### config.mk
export PLATFORM = sky130hd
export DESIGN_NAME = segment_slot_retransmit_queue
export DESIGN_NICKNAME = d
export VERILOG_FILES = /design/src/hdl/ssrq_pkg.sv /design/src/hdl/ssrq_ram.sv /design/src/hdl/segment_slot_retransmit_queue.sv
export SDC_FILE = /design/constraint.sdc
export NUM_CORES = 2
export LEC_CHECK = 0
export BUFFER_PORTS_ARGS = -buffer_cell sky130_fd_sc_hd__buf_4
export CAP_MARGIN = 30
export CORE_MARGIN = 8
export CORE_UTILIZATION = 55
export CTS_BUF_LIST = sky130_fd_sc_hd__clkbuf_2
export DETAILED_ROUTE_END_ITERATION = 8
export HOLD_SLACK_MARGIN = 0.05
export PLACE_DENSITY = 0.71
export SETUP_SLACK_MARGIN = 0.3
export SYNTH_ARGS = -nofsm -noshare
export SYNTH_HDL_FRONTEND = slang
export SYNTH_HIERARCHICAL = 1
export SYNTH_SLANG_ARGS = --single-unit
### constraint.sdc
create_clock -name clk_i -period 16.9 [get_ports clk_i]
set_input_delay 0 -clock clk_i [delete_from_list [all_inputs] [get_ports clk_i]]
set_output_delay 0 -clock clk_i [all_outputs]
set_load 0.005 [all_outputs]
### src/hdl/ssrq_pkg.sv
`default_nettype none
package ssrq_pkg;
  localparam int Blocks = 8;
  localparam int ChunksPerBlock = 4;
  localparam int TotalSlots = Blocks * ChunksPerBlock;
  localparam int SlotW = $clog2(TotalSlots);
  localparam int BlockW = (Blocks > 1) ? $clog2(Blocks) : 1;
  localparam int ChunkW = (ChunksPerBlock > 1) ? $clog2(ChunksPerBlock) : 1;
  localparam int CntW = SlotW + 1;
  localparam logic [3:0] MapExcl = 4'd15;

  localparam logic [1:0] AddrResendInterval = 2'd0;

  localparam logic [1:0] StFree = 2'd0;
  localparam logic [1:0] StUsed = 2'd1;
  localparam logic [1:0] StSent = 2'd2;

  localparam logic [2:0] ActAllocSmall = 3'd0;
  localparam logic [2:0] ActAllocBig   = 3'd1;
  localparam logic [2:0] ActRecord     = 3'd2;
  localparam logic [2:0] ActRelease    = 3'd3;
  localparam logic [2:0] ActResend     = 3'd4;
  localparam logic [2:0] ActAck        = 3'd5;
  localparam logic [2:0] ActDrop       = 3'd6;

  localparam logic [2:0] KindAllocOk   = 3'd0;
  localparam logic [2:0] KindAllocFail = 3'd1;
  localparam logic [2:0] KindResendDue = 3'd2;
  localparam logic [2:0] KindReleased  = 3'd3;
  localparam logic [2:0] KindDone      = 3'd4;

  typedef enum logic [2:0] {
    S_IDLE, S_RD, S_SCAN, S_EMIT, S_DONE
  } state_e;
endpackage
`default_nettype wire

### src/hdl/ssrq_ram.sv
`default_nettype none
module ssrq_ram #(
  parameter int Width = 32,
  parameter int Depth = 32
) (
  input  wire logic                     clk_i,
  input  wire logic                     we_i,
  input  wire logic [$clog2(Depth)-1:0] waddr_i,
  input  wire logic [Width-1:0]         wdata_i,
  input  wire logic [$clog2(Depth)-1:0] raddr_i,
  output logic      [Width-1:0]         rdata_o
);
  logic [Width-1:0] mem [Depth];
  always_ff @(posedge clk_i) begin
    if (we_i) mem[waddr_i] <= wdata_i;
    rdata_o <= mem[raddr_i];
  end
endmodule
`default_nettype wire

### src/hdl/segment_slot_retransmit_queue.sv
// Retransmit slot queue.
// Input stream s_axis: tdata = action[2:0], slot[7:3], seq_number[39:8],
// current_time[71:40], ack_point[103:72]. One transaction is one action.
// Output stream m_axis: tdata = kind, result_slot, try_count, slot_seq;
// tlast marks the final result of an action.
// APB port writes resend_interval at address 0.
// Each action is run by a sequencer around one shared slot unit that
// reads slot data from block RAMs one slot at a time (read, then
// evaluate/write). Scan actions visit all 32 slots, and drop first reads
// the given slot. Allocation stops at the first free slot; record and
// release visit only the given slot.
// s_axis_tready is high only when idle. A stalled m_axis receiver holds
// the sequencer on the pending result; nothing is dropped.
// After reset all slots and blocks are free and resend_interval is 1;
// seq, time and try stores are undefined until a slot is recorded sent.
`default_nettype none
module segment_slot_retransmit_queue
  import ssrq_pkg::*;
(
  input  wire logic         clk_i,
  input  wire logic         rst_ni,
  input  wire logic         s_axis_tvalid,
  output logic              s_axis_tready,
  input  wire logic [103:0] s_axis_tdata,  // action,slot,seq,time,ack
  output logic              m_axis_tvalid,
  input  wire logic         m_axis_tready,
  output logic [47:0]       m_axis_tdata,  // kind,result_slot,try_count,slot_seq
  output logic              m_axis_tlast,
  input  wire logic         psel,
  input  wire logic         penable,
  input  wire logic         pwrite,
  input  wire logic [1:0]   paddr,
  input  wire logic [31:0]  pwdata,
  output logic [31:0]       prdata,
  output logic              pready
);
  state_e state_q, state_d;
  logic [15:0] interval_q;
  logic [1:0] status_q [TotalSlots];
  logic [3:0] map_q [Blocks];
  logic [2:0] act_q;
  logic [SlotW-1:0] slot_q, idx_q;
  logic [31:0] seq_q, now_q, ack_q, drop_q;
  logic first_q;
  logic [2:0] okind_q;
  logic [SlotW-1:0] oslot_q;
  logic [7:0] otry_q;
  logic [31:0] oseq_q;
  logic olast_q;

  logic seq_we, tm_we, tr_we;
  logic [31:0] seq_wd, tm_wd;
  logic [7:0] tr_wd;
  logic [SlotW-1:0] waddr, raddr;
  logic [31:0] seq_rd, tm_rd;
  logic [7:0] tr_rd;

  ssrq_ram #(.Width(32), .Depth(TotalSlots)) u_seq (.clk_i, .we_i(seq_we),
    .waddr_i(waddr), .wdata_i(seq_wd), .raddr_i(raddr), .rdata_o(seq_rd));
  ssrq_ram #(.Width(32), .Depth(TotalSlots)) u_tm (.clk_i, .we_i(tm_we),
    .waddr_i(waddr), .wdata_i(tm_wd), .raddr_i(raddr), .rdata_o(tm_rd));
  ssrq_ram #(.Width(8), .Depth(TotalSlots)) u_tr (.clk_i, .we_i(tr_we),
    .waddr_i(waddr), .wdata_i(tr_wd), .raddr_i(raddr), .rdata_o(tr_rd));

  assign pready = 1'b1;
  assign prdata = {16'd0, interval_q};
  wire s_hs = s_axis_tvalid && s_axis_tready;
  wire m_hs = m_axis_tvalid && m_axis_tready;
  assign s_axis_tready = (state_q == S_IDLE);
  assign m_axis_tvalid = (state_q == S_EMIT) || (state_q == S_DONE);
  assign m_axis_tlast = (state_q == S_DONE) ? 1'b1 : olast_q;
  assign m_axis_tdata = (state_q == S_DONE) ?
    {32'd0, 8'd0, 5'd0, KindDone} : {oseq_q, otry_q, oslot_q, okind_q};

  wire [BlockW-1:0] blk = BlockW'(idx_q / ChunksPerBlock);
  wire [ChunkW-1:0] chk = ChunkW'(idx_q % ChunksPerBlock);
  wire [3:0] map_b = map_q[blk];
  wire [1:0] st = status_q[idx_q];
  wire scanned = (map_b != 4'd0) && !(map_b == MapExcl && chk != '0);
  wire last_idx = (idx_q == SlotW'(TotalSlots - 1));
  wire [7:0] tr_inc = (tr_rd == 8'hFF) ? tr_rd : tr_rd + 8'd1;
  wire [31:0] mul = 32'(interval_q) * 32'(tr_inc);

  // per-slot decision of the shared unit
  logic hit, fin;
  always_comb begin
    hit = 1'b0;
    fin = 1'b0;
    case (act_q)
      ActAllocSmall: begin
        hit = (map_b < 4'(ChunksPerBlock)) && st == StFree;
        fin = hit;
      end
      ActAllocBig: begin
        hit = (chk == '0) && map_b == 4'd0;
        fin = hit;
      end
      ActRecord: fin = 1'b1;
      ActRelease: begin
        hit = (st != StFree);
        fin = 1'b1;
      end
      ActResend: hit = scanned && st == StSent && now_q >= tm_rd;
      ActAck: hit = scanned && st == StSent && seq_rd <= ack_q;
      ActDrop: hit = map_b != 4'd0 && map_b != MapExcl && idx_q != slot_q &&
                     st != StFree && seq_rd == drop_q;
      default: fin = 1'b1;
    endcase
  end

  wire single = (act_q == ActRecord) || (act_q == ActRelease) || (act_q > ActDrop);

  always_comb begin
    state_d = state_q;
    case (state_q)
      S_IDLE: if (s_hs) state_d = S_RD;
      S_RD: state_d = S_SCAN;
      S_SCAN: begin
        if (act_q == ActDrop && first_q) state_d = S_RD;
        else if (hit && (act_q == ActAllocSmall || act_q == ActAllocBig ||
                 act_q == ActRelease)) state_d = S_EMIT;
        else if (hit && act_q != ActRecord) state_d = S_EMIT;
        else if (fin || last_idx) begin
          state_d = (!fin && (act_q == ActAllocSmall || act_q == ActAllocBig))
                    ? S_EMIT : S_DONE;
        end else state_d = S_RD;
      end
      S_EMIT: if (m_hs) begin
        if (olast_q) state_d = S_IDLE;
        else if (last_idx) state_d = S_DONE;
        else state_d = S_RD;
      end
      S_DONE: if (m_hs) state_d = S_IDLE;
      default: state_d = S_IDLE;
    endcase
  end

  wire in_scan = (state_q == S_SCAN) && !(act_q == ActDrop && first_q);
  always_comb begin
    raddr = idx_q;
    waddr = idx_q;
    seq_we = in_scan && act_q == ActRecord && st != StFree;
    seq_wd = seq_q;
    tr_we = seq_we || (in_scan && act_q == ActResend && hit);
    tr_wd = seq_we ? 8'd0 : tr_inc;
    tm_we = tr_we;
    tm_wd = seq_we ? 32'd0 : now_q + mul;
  end

  always_ff @(posedge clk_i or negedge rst_ni) begin
    if (!rst_ni) begin
      state_q <= S_IDLE;
      interval_q <= 16'd1;
      for (int i = 0; i < TotalSlots; i++) status_q[i] <= StFree;
      for (int i = 0; i < Blocks; i++) map_q[i] <= 4'd0;
      act_q <= ActAllocSmall;
      idx_q <= '0;
      first_q <= 1'b0;
      olast_q <= 1'b0;
    end else begin
      state_q <= state_d;
      if (psel && penable && pwrite && paddr == AddrResendInterval)
        interval_q <= pwdata[15:0];
      case (state_q)
        S_IDLE: if (s_hs) begin
          act_q <= s_axis_tdata[2:0];
          slot_q <= s_axis_tdata[7:3];
          seq_q <= s_axis_tdata[39:8];
          now_q <= s_axis_tdata[71:40];
          ack_q <= s_axis_tdata[103:72];
          first_q <= (s_axis_tdata[2:0] == ActDrop);
          idx_q <= (s_axis_tdata[2:0] == ActRecord || s_axis_tdata[2:0] == ActRelease
                    || s_axis_tdata[2:0] == ActDrop) ? s_axis_tdata[7:3] : '0;
        end
        S_SCAN: begin
          if (act_q == ActDrop && first_q) begin
            first_q <= 1'b0;
            drop_q <= seq_rd;
            idx_q <= '0;
          end else begin
            olast_q <= single || act_q == ActAllocSmall || act_q == ActAllocBig;
            if (act_q == ActAllocSmall || act_q == ActAllocBig) begin
              okind_q <= hit ? KindAllocOk : KindAllocFail;
              oslot_q <= hit ? idx_q : '0;
              otry_q <= 8'd0;
              oseq_q <= 32'd0;
            end else if (act_q == ActResend) begin
              okind_q <= KindResendDue;
              oslot_q <= idx_q;
              otry_q <= tr_inc;
              oseq_q <= seq_rd;
            end else begin
              okind_q <= KindReleased;
              oslot_q <= idx_q;
              otry_q <= 8'd0;
              oseq_q <= seq_rd;
            end
            if (act_q == ActRecord && st != StFree) status_q[idx_q] <= StSent;
            if (hit) begin
              case (act_q)
                ActAllocSmall: begin
                  status_q[idx_q] <= StUsed;
                  map_q[blk] <= map_b + 4'd1;
                end
                ActAllocBig: begin
                  status_q[idx_q] <= StUsed;
                  map_q[blk] <= MapExcl;
                end
                ActRelease, ActAck, ActDrop: begin
                  status_q[idx_q] <= StFree;
                  map_q[blk] <= (map_b == MapExcl) ? 4'd0 :
                                (map_b != 4'd0) ? map_b - 4'd1 : 4'd0;
                end
                default: ;
              endcase
            end else if (!fin && !last_idx) idx_q <= idx_q + 1'b1;
          end
        end
        S_EMIT: if (m_hs && !olast_q && !last_idx) idx_q <= idx_q + 1'b1;
        default: ;
      endcase
    end
  end
endmodule
`default_nettype wire
==> results by group <==
Cells and area
  – Ratio of cells with drive above 1 in the final layout: 19.5%
  – P&R area growth vs syn: 14.5%
  – Nets: 8,447
  – Post-Layout Cell Count: about 11,000

Global routing
  – Vias in the first global route: roughly 68,000
  – GRT Total Usage: 26.4%
  – First-pass GRT wire length: 429,000 um
  – Initial antenna violation count: 12
  – Largest net degree at the start of global routing: 130
  – Grt ovf: 0

Job
  – Max_cap viols: 0

Setup path
  – Slowest stage delay, CP: 0.81 ns
  – Worst setup path start: u_tr/rdata_o[0]$_DFF_P_
  – Crit end category: register
  – Worst setup path endpoint: u_tm/mem[3][29]$_DFFE_PP_
  – Crit start category: register
  – Crit Path Category: reg -> reg
  – Worst path slowest cell: nor2_2
  – Worst EP arrival: 9.74 ns
  – Worst R2R Path Depth: 25
  – Crit path depth: 25
  – Worst R2R End: u_tm/mem[3][29]$_DFFE_PP_
  – Cell family with the largest share of critical-path delay: adder cells
  – R2R Setup Slk: between 8 and 9 ns
  – Critical path fanouts, max: 32
  – Data required time of the worst path: 18.26 ns
  – Reg2reg start: u_tr/rdata_o[0]$_DFF_P_
  – Crit path buffers/inverters: 5

Clocking
  – Total CTS buffers: 666
  – H-tree depth: 6
  – Clock transition at path regs: 0.09 ns
  – Clock root buffer: clkbuf_2
  – Clk sinks: 2,681
  – Setup Fix Bufs, Post-CTS: 0
  – Worst-Skew Late Latency: around 1.9 ns
  – TritonCTS clock tree: done
  – Max clock buf depth: 4

Drt
  – DRC violations left: 0
  – Vias per cell: 5.98
  – Detail Route Antenna Nets: 0
  – Vias after detailed routing: a little under 70,000
  – DRT iter0 DRCs: 7,248
  – Routed WL: 295,000 um
  – Detailed Routing Iterations Pass 1: 6
  – WL per Instance: between 20 and 30 um

Logic synthesis
  – Top_reg_cell synth: edfxtp_1
  – #FFs+latches synth: ~2,700
  – Number of synthesized flops with an enable pin: 2,484
  – FFs w/ async S/R, synth: 4.66%
  – Post-Syn Area per Cell: 16.2 um2
  – Post-Synthesis Cells: 6,875
  – Synthesized cell area: ~110,000 um2
  – Synth warn: 6
  – Synth cell types: between 70 and 80
  – Sequential-to-total area share from yosys stat: 71.0%

STA
  – Slew Viols, Final: 0
  – Worst Max-Slew Pin Slew: 1.18 ns
  – Tmin final: 8.38 ns
  – Final setup fails: 0
  – RSZ-0062 raised after global routing: false
  – Fin crit share: approximately half
  – Fmax achieved: 119 MHz
  – Setup TNS: 0 ns
  – Fin. Hold Viols: 0
  – Headroom to the max-slew limit: 21.0%
  – Setup Skew: ~0.24 ns

Placement
  – Post-Place Cells: 9,550
  – Post-DP HPWL: approximately 150,000 um
  – GP Congestion: 0.833
  – I/O Buffers: 195

Die
  – Core ar.: slightly above 200,000 um2
  – I/O pins: roughly 230
  – Die area: 217,000 um2
  – Initial Util: 55.2%
  – Die W: approximately 470 um
  – Core Rows: 165
  – Die Ht: 466 um

Status
  – Outcome: finished clean

Min path
  – Hold Crit Class: in -> async
## Yosys cell counts, types with 72 or more instances
| library cell | n | area (um2) |
|---|---|---|
| fa_1 | 106 | 2120 |
| edfxtp_1 | 2484 | 74600 |
| and2_1 | 108 | 676 |
| clkbuf_1 | 140 | 526 |
| nor3_1 | 78 | 390 |
| a22o_1 | 129 | 1130 |
| mux4_2 | 85 | 1910 |
| nor2_1 | 220 | 826 |
| dfrtp_1 | 124 | 3100 |
| mux2i_1 | 1060 | 10600 |
| ha_1 | 121 | 1510 |
| nor2b_1 | 78 | 488 |
| buf_4 | 91 | 683 |
| nand3_1 | 246 | 1230 |
| nand2_1 | 320 | 1200 |
| inv_1 | 260 | 976 |
| dfxtp_1 | 72 | 1440 |
| a22oi_1 | 201 | 1510 |
| a21oi_1 | 243 | 1220 |
## worst min-delay path by stage
stage	start	endpoint	cells after the start
after floorplan	rst_ni	async pin	0
after global placement	rst_ni	act_q[2]$_DFFE_PN0P_	1
after detailed placement	rst_ni	first_q$_DFFE_PN0P_	1
after CTS	rst_ni	first_q$_DFFE_PN0P_	5
after global routing	s_axis_tdata[5]	slot_q[2]$_DFFE_PP_	4
final	rst_ni	first_q$_DFFE_PN0P_	5
## cell usage in the layout, fill, tap and decap left out, types with 76 or more instances in the layout
cell and n:
a21oi_1 243, a22o_1 129, a22oi_1 201, and2_1 106, buf_4 341, clkbuf_2 977, clkinv_1 151, dfrtp_1 119
dlygate4sd3_1 515, edfxtp_1 2484, fa_1 106, ha_1 121, inv_1 260, mux2i_1 1060, mux4_2 85, nand2_1 318
nand3_1 246, nor2_1 130, nor3_1 76
## through the flow
step	hold WS [ns]	utilization [%]	instance area, um2	setup slack [ns]
final	0.386	63.3	128000	8.52
after global routing	0.181	63.3	128000	8.16
after CTS	0.0640	63.1	127000	8.65
after detailed placement	-0.169	57.6	116000	8.61
after global placement	-0.171	57.5	116000	8.45
after floorplan	-0.296	-	111000	8.04
## worst reg2reg max path: stages, from the launching register on
cell and delay (ns):
dfxtp_1 0.38, ha_1 0.18, and2_0 0.30, nand4_1 0.30, nand2b_1 0.25, inv_1 0.06
nand3_1 0.11, xor2_2 0.31, buf_8 0.22, nand2b_1 0.14, fa_1 0.45, fa_1 0.55
inv_1 0.05, fa_1 0.54, inv_1 0.06, fa_1 0.55, inv_1 0.05, ha_1 0.36
a211oi_1 0.26, o21bai_1 0.19, o221a_2 0.34, a221o_1 0.39, o41ai_1 0.77, nor2b_1 0.13
xnor2_1 0.24, nor2_2 0.81
## per-layer routing
layer / global-route usage (%) / routed length [um] / vias up
li1: - / - / 29200
met1: 34.4 / 113000 / 33900
met2: 43.7 / 145000 / 3539
met3: 5.38 / 26400 / 665
met4: 10.4 / 11000 / 4
met5: 0 / 26 / -
## what timing repair did
| item | CTS | global route |
|---|---|---|
| hold endpoints to repair | 434 | 0 |
| resized for setup | 0 | 0 |
| hold buffers | 515 | 0 |
## cells by family after synthesis
logic type               synth area share [%]
flip-flops                               71.0
multiplexers                             11.7
AND/OR/NAND/NOR                          5.11
other                                 0.00674
buffers and inverters                    2.76
adder cells (fa/ha/maj)                  3.26
AO/OA/AOI/OAI                            5.55
XOR/XNOR                                0.534
## sequential cells by signal, indices dropped and copies added (netlist names), 8 cells and up, named ones only
| signal | cells |
|---|---|
| u_seq/rdata_o | 32 |
| otry_q | 8 |
| status_q | 64 |
| u_seq/mem | 1024 |
| u_tm/mem | 1024 |
| ack_q | 32 |
| now_q | 32 |
| u_tr/mem | 256 |
| drop_q | 32 |
| interval_q | 16 |
| u_tm/rdata_o | 32 |
| u_tr/rdata_o | 8 |
| seq_q | 32 |
| oseq_q | 32 |
## cell type report
cell class	instances	area (um2)
inverters	262	983
multi-input cells	3580	29900
fillers	14200	74100
clock inverters	197	1020
diodes	18	45.0
well taps	2672	3340
repair buffers	884	8280
flip-flops and latches	2681	79200
clock buffers	976	4880
Power is not shown: default switching activity piles up to over one toggle a cycle in this logic, so the estimate is an artifact.
